===== src/hw/rtl/asc_pkg.sv =====
// ----------------------------------------------------------------------------
// asc_pkg
// Shared types and constants of the audio soft clipper.
// ----------------------------------------------------------------------------
package asc_pkg;

  typedef enum logic [2:0] {
    CURVE_BYPASS = 3'd0,
    CURVE_SCURVE = 3'd1,
    CURVE_KNEE   = 3'd2,
    CURVE_CUBIC  = 3'd3,
    CURVE_PWQ    = 3'd4
  } curve_t;

  // register byte addresses
  localparam logic [3:0] ADDR_CURVE    = 4'h0;
  localparam logic [3:0] ADDR_IN_GAIN  = 4'h4;
  localparam logic [3:0] ADDR_OUT_GAIN = 4'h8;

  localparam int XW    = 18;   // Q2.15 intermediate
  localparam int NUMW  = 40;   // divider dividend
  localparam int DENW  = 23;   // divider divisor
  localparam int QW    = 17;   // divider quotient
  localparam int P2W   = 39;   // cubic product
  localparam int DIV_STAGES = QW;

  // items riding alongside the divider
  typedef struct packed {
    logic                   block_end;
    curve_t                 mode;
    logic signed [XW-1:0]   x;
    logic signed [P2W-1:0]  p2;
    logic                   neg;
  } side_t;

endpackage


===== src/hw/rtl/asc_div_pipe.sv =====
// ----------------------------------------------------------------------------
// asc_div_pipe
// Pipelined restoring divider, one quotient bit per stage, with sideband.
// ----------------------------------------------------------------------------
module asc_div_pipe import asc_pkg::*; (
  input  logic              clk,
  input  logic              rst_n,
  input  logic              adv,
  input  logic              in_vld,
  input  logic [NUMW-1:0]   in_num,
  input  logic [DENW-1:0]   in_den,
  input  side_t             in_side,
  output logic              out_vld,
  output logic [QW-1:0]     out_q,
  output side_t             out_side
);

  logic [NUMW-1:0] rem_r [DIV_STAGES];
  logic [DENW-1:0] den_r [DIV_STAGES];
  logic [QW-1:0]   q_r   [DIV_STAGES];
  side_t           sb_r  [DIV_STAGES];
  logic            vld_r [DIV_STAGES];

  logic [NUMW-1:0] rem_nxt [DIV_STAGES];
  logic [QW-1:0]   q_nxt   [DIV_STAGES];

  always_comb begin
    logic [NUMW-1:0] rin;
    logic [DENW-1:0] din;
    logic [QW-1:0]   qin;
    logic [NUMW:0]   trial;
    for (int j = 0; j < DIV_STAGES; j++) begin
      rin = (j == 0) ? in_num : rem_r[(j == 0) ? 0 : j-1];
      din = (j == 0) ? in_den : den_r[(j == 0) ? 0 : j-1];
      qin = (j == 0) ? '0 : q_r[(j == 0) ? 0 : j-1];
      trial = {1'b0, rin} - ({{(NUMW+1-DENW){1'b0}}, din} << (QW-1-j));
      if (!trial[NUMW]) begin
        rem_nxt[j] = trial[NUMW-1:0];
        q_nxt[j]   = qin | (QW'(1) << (QW-1-j));
      end else begin
        rem_nxt[j] = rin;
        q_nxt[j]   = qin;
      end
    end
  end

  always_ff @(posedge clk) begin
    if (!rst_n) begin
      for (int j = 0; j < DIV_STAGES; j++) vld_r[j] <= 1'b0;
    end else if (adv) begin
      for (int j = 0; j < DIV_STAGES; j++) vld_r[j] <= (j == 0) ? in_vld : vld_r[(j == 0) ? 0 : j-1];
    end
  end

  always_ff @(posedge clk) begin
    if (adv) begin
      for (int j = 0; j < DIV_STAGES; j++) begin
        rem_r[j] <= rem_nxt[j];
        q_r[j]   <= q_nxt[j];
        den_r[j] <= (j == 0) ? in_den : den_r[(j == 0) ? 0 : j-1];
        sb_r[j]  <= (j == 0) ? in_side : sb_r[(j == 0) ? 0 : j-1];
      end
    end
  end

  assign out_vld  = vld_r[DIV_STAGES-1];
  assign out_q    = q_r[DIV_STAGES-1];
  assign out_side = sb_r[DIV_STAGES-1];

endmodule

===== config.mk =====
export PLATFORM = sky130hd
export DESIGN_NAME = asc_div_pipe
export DESIGN_NICKNAME = d
export VERILOG_FILES = /design/src/hw/rtl/asc_pkg.sv /design/src/hw/rtl/asc_div_pipe.sv
export SDC_FILE = /design/constraint.sdc
export NUM_CORES = 2
export LEC_CHECK = 0
export BUFFER_PORTS_ARGS = -buffer_cell sky130_fd_sc_hd__buf_2
export CORE_ASPECT_RATIO = 1.4
export CORE_MARGIN = 2
export CORE_UTILIZATION = 32
export DETAILED_ROUTE_END_ITERATION = 16
export RECOVER_POWER = 100
export SLEW_MARGIN = 20
export SYNTH_ARGS = -nofsm -noshare
export SYNTH_HDL_FRONTEND = slang
export SYNTH_SLANG_ARGS = --single-unit

===== constraint.sdc =====
create_clock -name clk -period 8.6 [get_ports clk]
set_input_delay 0.43 -clock clk [delete_from_list [all_inputs] [get_ports clk]]
set_output_delay 0.43 -clock clk [all_outputs]
set_load 0.01 [all_outputs]

# == Yosys cells after proc, flatten, opt, wreduce, memory -nomap -nowiden ==
# Memory sizes are Yosys's and may differ from the RTL's.
# Index checks and enable logic that the tools add are counted.
# W data, S select, Z words.
# op_classes
addsub,17
mul,0
div,0
order_cmp,0
n_eq_ne,0
shifts,0
mux,56
n_bitwise,17
n_reduce_logical,0
# op_table
cell,n
$mux W40,17
$sub A40 B23 Y41,1
$sub A40 B24 Y41,1
$sub A40 B25 Y41,1
$sub A40 B26 Y41,1
$sub A40 B27 Y41,1
$sub A40 B28 Y41,1
$sub A40 B29 Y41,1
$sub A40 B30 Y41,1
$sub A40 B31 Y41,1
$sub A40 B32 Y41,1
$sub A40 B33 Y41,1
$sub A40 B34 Y41,1
$sub A40 B35 Y41,1
$sub A40 B36 Y41,1
$sub A40 B37 Y41,1
$sub A40 B38 Y41,1
$sub A40 B39 Y41,1
$mux W1,23
$mux W17,1
$or A1 B1 Y1,17
$mux W16,1
$mux W15,1
$mux W14,1
other kinds (12),12
# totals
reg_bits,0
latchBits,0
ramBits,2431
romBits,0
in_bits,129
output_inout_bits,80
word_cells,95
memories,5
# memory_table
memory,words,width,read_ports,rd_clocked_by_memory_dff,write_ports,line_no,source
sb_r,17,62,17,0,17,asc_div_pipe.sv:21,side_t sb_r [DIV_STAGES];
rem_r,17,40,16,0,17,asc_div_pipe.sv:18,logic [NUMW-1:0] rem_r [DIV_STAGES];
den_r,17,23,16,0,17,asc_div_pipe.sv:19,logic [DENW-1:0] den_r [DIV_STAGES];
q_r,17,17,17,0,17,asc_div_pipe.sv:20,logic [QW-1:0] q_r [DIV_STAGES];
vld_r,17,1,17,0,17,asc_div_pipe.sv:22,logic vld_r [DIV_STAGES];

# == Longest topological paths before layout ==
# logic_depth
depth_word,4
mapped_depth,17
ltp_nobuf,15

# == Worst setup path after synthesis ==
# Ideal clock, no wire load.
# synth_timing
path_type,reg-to-reg
from,"memory rem_r[9][6], in the netlist rem_r[0][366]"
to,"memory rem_r[10][30], in the netlist rem_r[0][430], data pin"
setup_ps,261
arrival_time_ps,3331
t_required_ps,8339
setup_slack_ps,5009
stages_incl_launch_ff,18
n_path_buf,2
period_less_slack_ps,3591
path_cell_list,edfxtp_1 > inv_1 > ha_1 > inv_1 > fa_1 > a21o_1 > a2111oi_4 > o21ai_2 > a31oi_4 > o21ai_1 > and2_1 > a221o_1 > buf_2 > nor2b_1 > buf_6 > and2_4 > nor2b_1 > xor2_1
# synth_rtl
item,line_no
from (decl),asc_div_pipe.sv:18

==> flow_metrics.py <==
metrics = {
    "run_status": {
        "outcome": "finished, violations left",
        "failed_checks": "capacitance limit, slew limit",
    },
    "yosys": {
        "synth_area_um2": 93000,
        "postSynthAreaPerCell_um2": 14.8,
        "ys_types": 94,
        "yosysSeqAreaShare": 0.720,
        "ys_warn_count": 0,
        "synth_nets": 6823,
        "synthArstFlopShare": 0,
        "ys.flop_type": "edfxtp_1",
        "synthCells": 6288,
        "ys_ff_latch": 2232,
        "synth-edff-count": 2232,
    },
    "finish": {
        "finalNetCount": 7268,
        "ff_latch_area_um2": 67000,
        "nFillCells": 27000,
        "layout_common_cells": "edfxtp_1 (2232), inv_1 (491), nand2_1 (405)",
        "final_common_cell": "edfxtp_1",
        "syn_to_final_growth_pct": 14.7,
        "drive_gt1_frac": 0.0736,
        "multi_input_area_um2": 23200,
        "final_core_util": 0.369,
    },
    "timing": {
        "setup_tns_ns": 0,
        "finClkSkew_ns": 0.122,
        "fmax_mhz": 167,
        "hold_viol": 0,
        "slew_viol_final": 1567,
        "worst_pin_slew_ns": 5.19,
        "min_period_ns": 6.00,
        "maxSlewHeadroom": -2.46,
        "fin_crit_sh": 0.698,
        "finalSetupViolCount": 0,
        "rsz0062_at_grt": "no",
    },
    "clock_tree": {
        "numCtsBuffers": 229,
        "cts.reportedPaths.clkPinSlew_ns": 0.06,
        "ctsHoldBuffers": 129,
        "insertion_delay_ns": 0.92,
        "cts_tree": "built",
        "clockBufferDepth": 4,
        "post_cts_resize_count": 0,
        "clockRootBuffer": "clkbuf_16",
        "h-tree-depth": 4,
        "post_cts_buffers": 0,
        "cts.sinks": 2232,
    },
    "floorplanning": {
        "die_w_um": 460,
        "initial_core_util": 0.321,
        "core_um2": 290000,
        "fp-row-count": 234,
        "io_pins": 209,
        "die_height_um": 642,
        "die_area_um2": 295000,
    },
    "placement": {
        "port_buffers": 208,
        "place_congestion": 0.883,
        "dpl.hpwl_mm": 110,
    },
    "routing": {
        "dr.first_iter.drc_count": 2932,
        "wl_per_cell_um": 15.2,
        "routed_wl_mm": 163,
        "drt-vias-per-instance": 4.56,
        "drc": 0,
        "dr.pass1.iters": 8,
        "routed-via-count": 48700,
        "ant_nets": 0,
    },
    "global_route": {
        "globalRouteOverflowTotal": 0,
        "grt_max_degree": 189,
        "grt_use_total": 0.108,
        "grt_pass1_wl_mm": 261,
        "antenna_found_initial": 6,
        "first_global_vias": 51100,
    },
    "worst_setup_path": {
        "start_kind": "input pin",
        "cp_max_fo": 86,
        "endpoint_kind": "flop",
        "arrival_ns": 6.41,
        "cp.required_ns": 9.01,
        "crit_type": "input pin to flop",
    },
    "power_and_ir_drop": {
        "cellLeakagePower_nw": 39.1,
        "cellPowerDensity_nw_per_um2": 304,
        "peakVddDrop_mv": 0.183,
    },
    "flow_run": {
        "drv_cap": 19,
    },
    "min_path": {
        "hold_class": "input pin to flop",
    },
}
metal layers:
layer / global-route usage / wire length (um) / share of wire / vias to the layer above
met5: 0 / 9 / 0.000055 / -
met1: 0.116 / 63700 / 0.39 / 23100
met2: 0.202 / 84700 / 0.52 / 901
met4: 0.0532 / 7930 / 0.049 / 2
li1: - / - / - / 24300
met3: 0.0193 / 6140 / 0.038 / 477
stage by stage:
step | hold WS, ns | worst slack, ns | total power, W | std cells | cell area, um^2
2_1_floorplan | 0.400 | 5.01 | 0.0206 | 6288 | 93000
3_3_place_gp | 0.400 | 3.98 | 0.0225 | 10100 | 98400
3_5_place_dp | 0.405 | 3.98 | 0.0227 | 10100 | 98400
4_1_cts | 0.119 | 3.95 | 0.0329 | 10700 | 107000
5_1_grt | 0.155 | 2.02 | 0.0344 | 10700 | 107000
6_report | 0.233 | 2.60 | 0.0325 | 10700 | 107000
logic make-up (layout without fill, tap and decap cells):
group                    after synthesis  in the layout  synth area share
flip-flops                          2232           2232             0.720
AND/OR/NAND/NOR                     1283           1283            0.0659
AO/OA/AOI/OAI                       1269           1269            0.0855
buffers and inverters                651           1277            0.0291
XOR/XNOR                             408            408            0.0384
adder cells (fa/ha/maj)              406            406            0.0559
multiplexers                          39             39           0.00469
other                                  0              1                 0
worst max-delay path, cell delays in order:
cell           delay (ns)
dlygate4sd3_1        0.58
buf_12               0.31
clkbuf_1             3.02
clkbuf_2             1.83
worst paths after layout:
| check | startpoint | endpoint | slack (ns) | cells past startpoint |
|---|---|---|---|---|
| max | adv | sb_r[0][463] | 2.60 | 4 |
| min | in_num[1] | rem_r[0][1] | 0.23 | 2 |
| max reg2reg | rem_r[0][366] | rem_r[0][412] | 2.64 | 13 |
| min reg2reg | sb_r[0][769] | sb_r[0][831] | 0.34 | 0 |
synth_stat cells, types with 9 or more instances:
cell type	instances	area (um^2)
edfxtp_1	2232	67000
inv_1	489	1840
nand2_1	405	1520
ha_1	390	4880
a21oi_1	387	1940
o21ai_0	351	1760
nor2_1	343	1290
xnor2_1	216	1890
xor2_1	192	1680
a21o_1	159	1190
nor3_1	77	385
nor2b_1	73	457
clkbuf_1	72	270
nand2b_1	69	432
nand3_1	67	335
buf_4	64	480
o21a_1	51	383
and3_1	46	288
mux2_2	36	405
o31ai_1	36	270
o21bai_1	34	255
nor4_1	33	206
nand4_1	32	200
or3_1	31	194
a31oi_1	30	188
a211oi_1	29	218
and2_1	21	131
or2_2	20	125
a21boi_0	18	135
o211ai_1	18	135
fa_1	16	320
buf_2	15	75.1
o31a_1	14	123
or4_1	12	90.1
nand3b_1	11	82.6
a211o_1	10	87.6
o21ai_1	10	50.1
a2111oi_0	9	78.8
a221o_1	9	90.1
a221oi_1	9	78.8
o41ai_1	9	78.8
state kept, by name, indices dropped and copies added, names as in the netlist:
register	count
sb_r	1054
den_r	368
q_r	153
rem_r	640
vld_r	17
report_power, final:
group,switching (W),internal [W],total [W]
Sequential,0.000821,0.0141,0.0149
Combinational,0.00434,0.00330,0.00765
Clock,0.00411,0.00580,0.00990
Total,0.00927,0.0232,0.0325
layout make-up:
type,instances,share of cell area
clock buffer,266,0.0552
sequential,2232,0.628
inverter,493,0.0173
antenna,1,0.0000235
tap,3776,0.0443
timing repair buffer,372,0.0230
multi-input combinational,3405,0.217
clock inverter,146,0.0148
No activity file was read; power rests on OpenSTA's default activity.
